<file path="src/rtl/tset_pkg.sv">
// ----------------------------------------------------------------------------
// tset_pkg
// Shared types and event codes for the touch slot event tracker.
// ----------------------------------------------------------------------------
package tset_pkg;

    localparam logic [15:0] EV_TYPE_SYN = 16'h0000;
    localparam logic [15:0] EV_TYPE_ABS = 16'h0003;
    localparam logic [15:0] CODE_SLOT   = 16'h002f;
    localparam logic [15:0] CODE_TRACK  = 16'h0039;
    localparam logic [15:0] CODE_POS_X  = 16'h0035;
    localparam logic [15:0] CODE_POS_Y  = 16'h0036;
    localparam logic [15:0] CODE_REPORT = 16'h0000;

    typedef enum logic [1:0] {
        KIND_DOWN = 2'd0,
        KIND_MOVE = 2'd1,
        KIND_UP   = 2'd2
    } touch_kind_t;

    typedef struct packed {
        logic [15:0]        event_type;
        logic [15:0]        event_code;
        logic signed [31:0] event_value;
    } event_t;

    typedef struct packed {
        logic [1:0]  touch_kind;
        logic [3:0]  touch_slot;
        logic [15:0] pos_x;
        logic [15:0] pos_y;
    } result_t;

    typedef struct packed {
        logic    valid;
        result_t data;
    } result_word_t;

endpackage

</file>
<file path="src/rtl/tset_if.sv">
// ----------------------------------------------------------------------------
// touch_event_if / touch_result_if
// Valid/ready channels for input events and touch results.
// ----------------------------------------------------------------------------
interface touch_event_if;
    logic               valid;
    logic               ready;
    logic [15:0]        event_type;
    logic [15:0]        event_code;
    logic signed [31:0] event_value;

    modport source (output valid, output event_type, output event_code,
                    output event_value, input ready);
    modport sink   (input valid, input event_type, input event_code,
                    input event_value, output ready);
endinterface

interface touch_result_if;
    logic        valid;
    logic        ready;
    logic [1:0]  touch_kind;
    logic [3:0]  touch_slot;
    logic [15:0] pos_x;
    logic [15:0] pos_y;

    modport source (output valid, output touch_kind, output touch_slot,
                    output pos_x, output pos_y, input ready);
    modport sink   (input valid, input touch_kind, input touch_slot,
                    input pos_x, input pos_y, output ready);
endinterface

</file>
<file path="src/rtl/touch_slot_event_tracker.sv">
// ----------------------------------------------------------------------------
// touch_slot_event_tracker
// Multitouch slot protocol decoder: evdev events in, touch results out.
// ----------------------------------------------------------------------------
// evt carries one evdev event per word (event_type, event_code, event_value).
// res carries touch results (touch_kind, touch_slot, pos_x, pos_y).
// slot, tracking id and position events update the current slot record;
// a report event emits at most one result for the lowest changed slot,
// other changed slots wait for later reports.
// an accepted event lands in the input register; when the result register
// is free the slot core updates its records from it and, on a report,
// loads the result register, which drives res.valid, so a result passes
// the input register and then the result register on its way out.
// throughput is one event per cycle while the result register is free.
// a stalled receiver holds the result register; the core then pauses and
// evt.ready drops once the input register is also full.
// reset clears the current slot and all slot records at once; no clearing
// pass is needed and an event can be taken as soon as reset is released.
// ----------------------------------------------------------------------------
module touch_slot_event_tracker #(
    parameter int NUM_SLOTS  = 10,
    parameter int COORD_BITS = 16
) (
    input  logic            clk,
    input  logic            rst_n,
    touch_event_if.sink     evt,
    touch_result_if.source  res
);

    logic                   advance;
    logic                   item_valid;
    tset_pkg::event_t       item;
    logic                   res_free;
    tset_pkg::result_word_t core_res;

    tset_in_stage u_in (
        .clk        (clk),
        .rst_n      (rst_n),
        .evt        (evt),
        .advance    (advance),
        .item_valid (item_valid),
        .item       (item)
    );

    tset_slot_core #(
        .NUM_SLOTS  (NUM_SLOTS),
        .COORD_BITS (COORD_BITS)
    ) u_core (
        .clk        (clk),
        .rst_n      (rst_n),
        .item_valid (item_valid),
        .item       (item),
        .res_free   (res_free),
        .advance    (advance),
        .res        (core_res)
    );

    tset_out_stage u_out (
        .clk      (clk),
        .rst_n    (rst_n),
        .res_in   (core_res),
        .res_free (res_free),
        .res      (res)
    );

endmodule

</file>
<file path="src/rtl/tset_in_stage.sv">
// ----------------------------------------------------------------------------
// tset_in_stage
// Input register: holds one accepted event until the slot core takes it.
// ----------------------------------------------------------------------------
module tset_in_stage (
    input  logic              clk,
    input  logic              rst_n,
    touch_event_if.sink       evt,
    input  logic              advance,
    output logic              item_valid,
    output tset_pkg::event_t  item
);

    logic             valid_reg;
    logic             valid_next;
    tset_pkg::event_t item_reg;

    assign evt.ready  = !valid_reg || advance;
    assign item_valid = valid_reg;
    assign item       = item_reg;

    always_comb
    begin
        valid_next = valid_reg;
        if (evt.valid && evt.ready)
        begin
            valid_next = 1'b1;
        end
        else if (advance)
        begin
            valid_next = 1'b0;
        end
    end

    always_ff @(posedge clk or negedge rst_n)
    begin
        if (!rst_n)
        begin
            valid_reg <= 1'b0;
        end
        else
        begin
            valid_reg <= valid_next;
        end
    end

    always_ff @(posedge clk)
    begin
        if (evt.valid && evt.ready)
        begin
            item_reg.event_type  <= evt.event_type;
            item_reg.event_code  <= evt.event_code;
            item_reg.event_value <= evt.event_value;
        end
    end

endmodule

</file>
<file path="src/rtl/tset_slot_core.sv">
// ----------------------------------------------------------------------------
// tset_slot_core
// Per-slot contact records, event update and lowest-changed-slot report.
// ----------------------------------------------------------------------------
module tset_slot_core #(
    parameter int NUM_SLOTS  = 10,
    parameter int COORD_BITS = 16
) (
    input  logic                    clk,
    input  logic                    rst_n,
    input  logic                    item_valid,
    input  tset_pkg::event_t        item,
    input  logic                    res_free,
    output logic                    advance,
    output tset_pkg::result_word_t  res
);

    localparam int SLOT_W = (NUM_SLOTS > 1) ? $clog2(NUM_SLOTS) : 1;
    localparam logic [COORD_BITS-1:0] CMAX = '1;

    logic [SLOT_W-1:0]     cur_reg;
    logic [SLOT_W-1:0]     cur_next;
    logic [NUM_SLOTS-1:0]  active_reg;
    logic [NUM_SLOTS-1:0]  active_next;
    logic [NUM_SLOTS-1:0]  changed_reg;
    logic [NUM_SLOTS-1:0]  changed_next;
    logic [NUM_SLOTS-1:0]  down_reg;
    logic [NUM_SLOTS-1:0]  down_next;
    logic [COORD_BITS-1:0] x_reg [NUM_SLOTS];
    logic [COORD_BITS-1:0] x_next [NUM_SLOTS];
    logic [COORD_BITS-1:0] y_reg [NUM_SLOTS];
    logic [COORD_BITS-1:0] y_next [NUM_SLOTS];

    logic                  is_abs;
    logic                  is_report;
    logic                  slot_ok;
    logic [COORD_BITS-1:0] sat_val;
    logic                  found;
    logic [SLOT_W-1:0]     pick;
    logic [31:0]           pick_x;
    logic [31:0]           pick_y;

    assign advance   = item_valid && res_free;
    assign is_abs    = (item.event_type == tset_pkg::EV_TYPE_ABS);
    assign is_report = (item.event_type == tset_pkg::EV_TYPE_SYN) &&
                       (item.event_code == tset_pkg::CODE_REPORT);
    assign slot_ok   = !item.event_value[31] &&
                       ({1'b0, item.event_value[30:0]} < 32'(NUM_SLOTS));

    // clamp signed coordinate to the stored range
    always_comb
    begin
        if (item.event_value[31])
        begin
            sat_val = '0;
        end
        else if ({1'b0, item.event_value[30:0]} > 32'(CMAX))
        begin
            sat_val = CMAX;
        end
        else
        begin
            sat_val = item.event_value[COORD_BITS-1:0];
        end
    end

    // lowest changed slot
    always_comb
    begin
        found = 1'b0;
        pick  = '0;
        for (int i = NUM_SLOTS - 1; i >= 0; i--)
        begin
            if (changed_reg[i])
            begin
                found = 1'b1;
                pick  = SLOT_W'(i);
            end
        end
    end

    assign pick_x = 32'(x_reg[pick]);
    assign pick_y = 32'(y_reg[pick]);

    always_comb
    begin
        cur_next     = cur_reg;
        active_next  = active_reg;
        changed_next = changed_reg;
        down_next    = down_reg;
        x_next       = x_reg;
        y_next       = y_reg;
        res.valid           = 1'b0;
        res.data.touch_kind = tset_pkg::KIND_MOVE;
        res.data.touch_slot = 4'(pick);
        res.data.pos_x      = pick_x[15:0];
        res.data.pos_y      = pick_y[15:0];
        if (advance && is_abs)
        begin
            case (item.event_code)
                tset_pkg::CODE_SLOT:
                begin
                    cur_next = slot_ok ? item.event_value[SLOT_W-1:0] : '0;
                end
                tset_pkg::CODE_TRACK:
                begin
                    active_next[cur_reg]  = !item.event_value[31];
                    changed_next[cur_reg] = 1'b1;
                end
                tset_pkg::CODE_POS_X:
                begin
                    x_next[cur_reg]       = sat_val;
                    changed_next[cur_reg] = 1'b1;
                end
                tset_pkg::CODE_POS_Y:
                begin
                    y_next[cur_reg]       = sat_val;
                    changed_next[cur_reg] = 1'b1;
                end
                default:
                begin
                end
            endcase
        end
        else if (advance && is_report && found)
        begin
            changed_next[pick] = 1'b0;
            if (active_reg[pick] && !down_reg[pick])
            begin
                res.valid           = 1'b1;
                res.data.touch_kind = tset_pkg::KIND_DOWN;
                down_next[pick]     = 1'b1;
            end
            else if (!active_reg[pick] && down_reg[pick])
            begin
                res.valid           = 1'b1;
                res.data.touch_kind = tset_pkg::KIND_UP;
                down_next[pick]     = 1'b0;
            end
            else if (active_reg[pick])
            begin
                res.valid           = 1'b1;
                res.data.touch_kind = tset_pkg::KIND_MOVE;
            end
        end
    end

    always_ff @(posedge clk or negedge rst_n)
    begin
        if (!rst_n)
        begin
            cur_reg     <= '0;
            active_reg  <= '0;
            changed_reg <= '0;
            down_reg    <= '0;
            for (int i = 0; i < NUM_SLOTS; i++)
            begin
                x_reg[i] <= '0;
                y_reg[i] <= '0;
            end
        end
        else
        begin
            cur_reg     <= cur_next;
            active_reg  <= active_next;
            changed_reg <= changed_next;
            down_reg    <= down_next;
            x_reg       <= x_next;
            y_reg       <= y_next;
        end
    end

endmodule

</file>
<file path="src/rtl/tset_out_stage.sv">
// ----------------------------------------------------------------------------
// tset_out_stage
// Result register: holds one touch result until the receiver takes it.
// ----------------------------------------------------------------------------
module tset_out_stage (
    input  logic                    clk,
    input  logic                    rst_n,
    input  tset_pkg::result_word_t  res_in,
    output logic                    res_free,
    touch_result_if.source          res
);

    logic              valid_reg;
    logic              valid_next;
    tset_pkg::result_t data_reg;

    assign res_free       = !valid_reg || res.ready;
    assign res.valid      = valid_reg;
    assign res.touch_kind = data_reg.touch_kind;
    assign res.touch_slot = data_reg.touch_slot;
    assign res.pos_x      = data_reg.pos_x;
    assign res.pos_y      = data_reg.pos_y;

    always_comb
    begin
        valid_next = valid_reg;
        if (res_free)
        begin
            valid_next = res_in.valid;
        end
    end

    always_ff @(posedge clk or negedge rst_n)
    begin
        if (!rst_n)
        begin
            valid_reg <= 1'b0;
        end
        else
        begin
            valid_reg <= valid_next;
        end
    end

    always_ff @(posedge clk)
    begin
        if (res_free && res_in.valid)
        begin
            data_reg <= res_in.data;
        end
    end

endmodule
</file>
<file path="src/flat_wrapper.sv">
// flat-port wrapper written by rule: the top's interface ports become plain ports
module touch_slot_event_tracker_flat 
#(
    parameter int NUM_SLOTS  = 10,
    parameter int COORD_BITS = 16
)
  (clk, rst_n, evt_valid, evt_event_type, evt_event_code, evt_event_value, evt_ready, res_valid, res_touch_kind, res_touch_slot, res_pos_x, res_pos_y, res_ready);
  touch_event_if evt_i ();
  touch_result_if res_i ();
  input  logic clk;
  input  logic rst_n;
  input wire logic [$bits(evt_i.valid)-1:0] evt_valid;
  input wire logic [$bits(evt_i.event_type)-1:0] evt_event_type;
  input wire logic [$bits(evt_i.event_code)-1:0] evt_event_code;
  input wire logic [$bits(evt_i.event_value)-1:0] evt_event_value;
  output wire logic [$bits(evt_i.ready)-1:0] evt_ready;
  output wire logic [$bits(res_i.valid)-1:0] res_valid;
  output wire logic [$bits(res_i.touch_kind)-1:0] res_touch_kind;
  output wire logic [$bits(res_i.touch_slot)-1:0] res_touch_slot;
  output wire logic [$bits(res_i.pos_x)-1:0] res_pos_x;
  output wire logic [$bits(res_i.pos_y)-1:0] res_pos_y;
  input wire logic [$bits(res_i.ready)-1:0] res_ready;
  assign evt_i.valid = evt_valid;
  assign evt_i.event_type = evt_event_type;
  assign evt_i.event_code = evt_event_code;
  assign evt_i.event_value = evt_event_value;
  assign evt_ready = evt_i.ready;
  assign res_valid = res_i.valid;
  assign res_touch_kind = res_i.touch_kind;
  assign res_touch_slot = res_i.touch_slot;
  assign res_pos_x = res_i.pos_x;
  assign res_pos_y = res_i.pos_y;
  assign res_i.ready = res_ready;
  touch_slot_event_tracker #(.NUM_SLOTS(NUM_SLOTS), .COORD_BITS(COORD_BITS)) u_core (.clk(clk), .rst_n(rst_n), .evt(evt_i), .res(res_i));
endmodule
</file>
<file path="config.mk">
export PLATFORM = sky130hd
export DESIGN_NAME = touch_slot_event_tracker_flat
export DESIGN_NICKNAME = d
export VERILOG_FILES = /design/src/rtl/tset_pkg.sv /design/src/rtl/tset_if.sv /design/src/rtl/touch_slot_event_tracker.sv /design/src/rtl/tset_in_stage.sv /design/src/rtl/tset_slot_core.sv /design/src/rtl/tset_out_stage.sv /design/src/flat_wrapper.sv
export SDC_FILE = /design/constraint.sdc
export NUM_CORES = 1
export LEC_CHECK = 0
export CORE_ASPECT_RATIO = 2
export CORE_MARGIN = 2
export CORE_UTILIZATION = 55
export DETAILED_ROUTE_END_ITERATION = 6
export DONT_BUFFER_PORTS = 1
export GPL_TIMING_DRIVEN = 0
export PLACE_DENSITY_LB_ADDON = 0.12
export RECOVER_POWER = 100
export SLEW_MARGIN = 5
export SYNTH_ARGS = -nofsm -noshare
export SYNTH_HDL_FRONTEND = slang
export SYNTH_HIERARCHICAL = 1
export SYNTH_SLANG_ARGS = --single-unit
</file>
<file path="constraint.sdc">
create_clock -name clk -period 4.5 [get_ports clk]
set_input_delay 0.45 -clock clk [delete_from_list [all_inputs] [get_ports clk]]
set_output_delay 0.45 -clock clk [all_outputs]
set_load 0.05 [all_outputs]
</file>
==> metrics.cfg <==
[yosys]
synth.avg_cell_area_um2 = 10.7
ys_async_sr_fraction_pct = 77.7
synth_nets = 1858
syn-instance-count = 1787
ys_ff_latch = 458
syn-cell-area_um2 = 19100
yosysWarningCount = 6
synth.distinct_cells = 64
synth_top_flop_cell = dfrtp_1
synth_edf_count = 102
yosysSeqAreaShare_pct = 62.6

[power_and_ir_drop]
p_per_area_nw_per_um2 = 375
peakVddDrop_v = 0.000511
leakagePower_nw = 8.83
finalPower_mw = 8.13

[timing]
hold_viol = 356
max_freq_mhz = 229
period_share_pct = 97.2
drv_slew = 0
whs_ps = -394
setup-violations-final = 0
worst_slew_pin_slew_ps = 1460
fin_worst_skew_ps = 22.4
final.setup.tns_ps = 0
relSlewSlack_pct = 2.66
rsz0062_at_grt = false
min_period_ps = 4370

[layout]
final.fill_count = 2887
stdcell_area_um2 = 21700
fin_util_pct = 63.1
layout-drive-gt1-share_pct = 6.18
final_cell_mix = nand2_1 (383), dfrtp_1 (356), o21ai_0 (334)
finalNonFillerCells = 2368
syn_to_final_growth_pct = 13.2
final_common_cell = nand2_1
fin_nets = 1966

[critical_path]
critical_path_class = flop to flop
cp.arrival_ps = 4560
crit_path_end_kind = flop
startpoint_type = flop
max_stage_delay_ps = 630
reg2reg_slack_ps = 130
path_max_fanout = 38
cp_cell_sequence = nor2_1 > a221o_1 > a21o_1 > buf_6 > buf_2 > buf_2 > nand3_1 > a31oi_1 > o22ai_1 > ha_1 > nor2_1 > and2_4
cpMaxStageDelayCell = and2_4
rr_worst_depth = 12
worstPathRequired_ps = 4680

[detailed_routing]
wl_per_cell_um = 28.1
drc = 0
vias_per_cell = 6.48
wl_mm = 66.5
drtIter0Drc = 1712
vias = 15300
dr.pass1.iters = 6
drtAntennaViolNets = 0

[cts]
clk_pin_slew_ps = 70
cts_sinks = 458
clkLatencyLatePin_ps = 570
cts_tree = done
clk_path_buf_depth = 3
post_cts_buffers = 0
root_buffer = clkbuf_16
cts_hold_buf = 65
h-tree-depth = 2
cts_buffers = 41

[global_route]
grt_overflow = 0
antenna_found_initial = 1
grt_pass1_wl_mm = 98.0
first_global_vias = 15700
grt_max_degree = 357
grt_usage_pct = 37.5

[die]
io_pins = 108
initial_core_util_pct = 55.7
chipHeight_um = 268
die_width_um = 136
rows = 96
die-area_um2 = 36400
core_area_um2 = 34400

[outcome]
status = finished with violations
failed_checks = negative hold slack

[placed_design]
port_buffers = 0
gp_congestion = 0.996
place_inst = 2228
dpl_cell_area_um2 = 19700
hpwl_mm = 45.3

[run]
max_cap_violations = 0

[min_path]
min_path_type = primary input to asynchronous set/reset pin

## timing repair
item | 4_1_cts | 5_1_grt
setup endpoints to repair | 0 | 36
gates resized for setup | 0 | 2
hold endpoints to repair | 421 | 356
## final timing paths
kind                                                     startpoint                              endpoint
max in group asynchronous                                     rst_n   u_core/u_core/x_reg[77]$_DFFE_PN0P_
setup reg to reg           u_core/u_core/changed_reg[7]$_DFFE_PN0P_   u_core/u_out/res.pos_y[8]$_DFFE_PP_
hold / removal                                                rst_n            asynchronous set/reset pin
setup / recovery           u_core/u_core/changed_reg[7]$_DFFE_PN0P_   u_core/u_out/res.pos_y[8]$_DFFE_PP_
hold reg to reg                u_core/u_core/x_reg[105]$_DFFE_PN0P_  u_core/u_core/x_reg[105]$_DFFE_PN0P_
min in group clk                                          res_ready    u_core/u_out/res.valid$_DFFE_PN0P_
## critical path, delay by kind of cell (launching register included)
family                   cells  cell delay, ps
buffers and inverters        3            1290
AND/OR/NAND/NOR              4            1160
AO/OA/AOI/OAI                4             830
adder cells (fa/ha/maj)      1             210
flip-flops                   1             470
## layout make-up
cell class	instances	area (um^2)	share of cell area, %
sequential	458	12000	55.2
multi-input combinational	1170	6460	29.8
clock buffer	60	1200	5.54
timing repair buffer	65	651	3.00
buffer	148	611	2.82
tap	441	552	2.55
clock inverter	13	174	0.803
inverter	11	41.3	0.191
antenna	2	5.00	0.0231
## power by group
part	total [mW]	internal, mW	switching, mW
logic	0.169	0.0546	0.114
clock network	3.66	2.09	1.57
registers	4.31	4.29	0.0206
## Yosys cell counts, types with 21 or more instances
| master | n | area, um^2 |
|---|---|---|
| nand2_1 | 383 | 1440 |
| dfrtp_1 | 356 | 8910 |
| o21ai_0 | 330 | 1650 |
| clkbuf_1 | 117 | 439 |
| edfxtp_1 | 102 | 3060 |
| nor2_1 | 49 | 184 |
| a21oi_1 | 38 | 190 |
| mux2i_1 | 37 | 370 |
| a22oi_1 | 31 | 233 |
| mux2_2 | 28 | 315 |
| a222oi_1 | 24 | 240 |
| buf_2 | 23 | 115 |
| nor3_1 | 21 | 105 |
## per-stage QoR
| stage | setup WS, ps | hold WS, ps |
|---|---|---|
| global placement | 165 | 170 |
| finish | 128 | -394 |
| detailed placement | 154 | 170 |
| CTS | 118 | -416 |
| global route | 66.7 | -410 |
| floorplan | 1340 | 154 |
## cell families (layout without fill, tap and decap cells)
| logic type | Yosys count | after routing | share of synthesized area (%) |
|---|---|---|---|
| flops | 458 | 458 | 62.6 |
| mux | 66 | 66 | 3.64 |
| fa+ha+maj | 3 | 3 | 0.196 |
| buf+inv | 159 | 297 | 3.48 |
| compound gates | 561 | 561 | 17.8 |
| other cells | 0 | 2 | 0 |
| simple gates | 540 | 540 | 12.3 |
## per-layer routing
metal	GRT usage, %	wire length, um	vias up
met5	0	0	-
met4	31.5	6880	0
met2	65.7	34200	753
met3	4.68	3700	286
li1	-	-	6608
met1	39.6	21700	7693
Power figures use the tool's default switching activity.
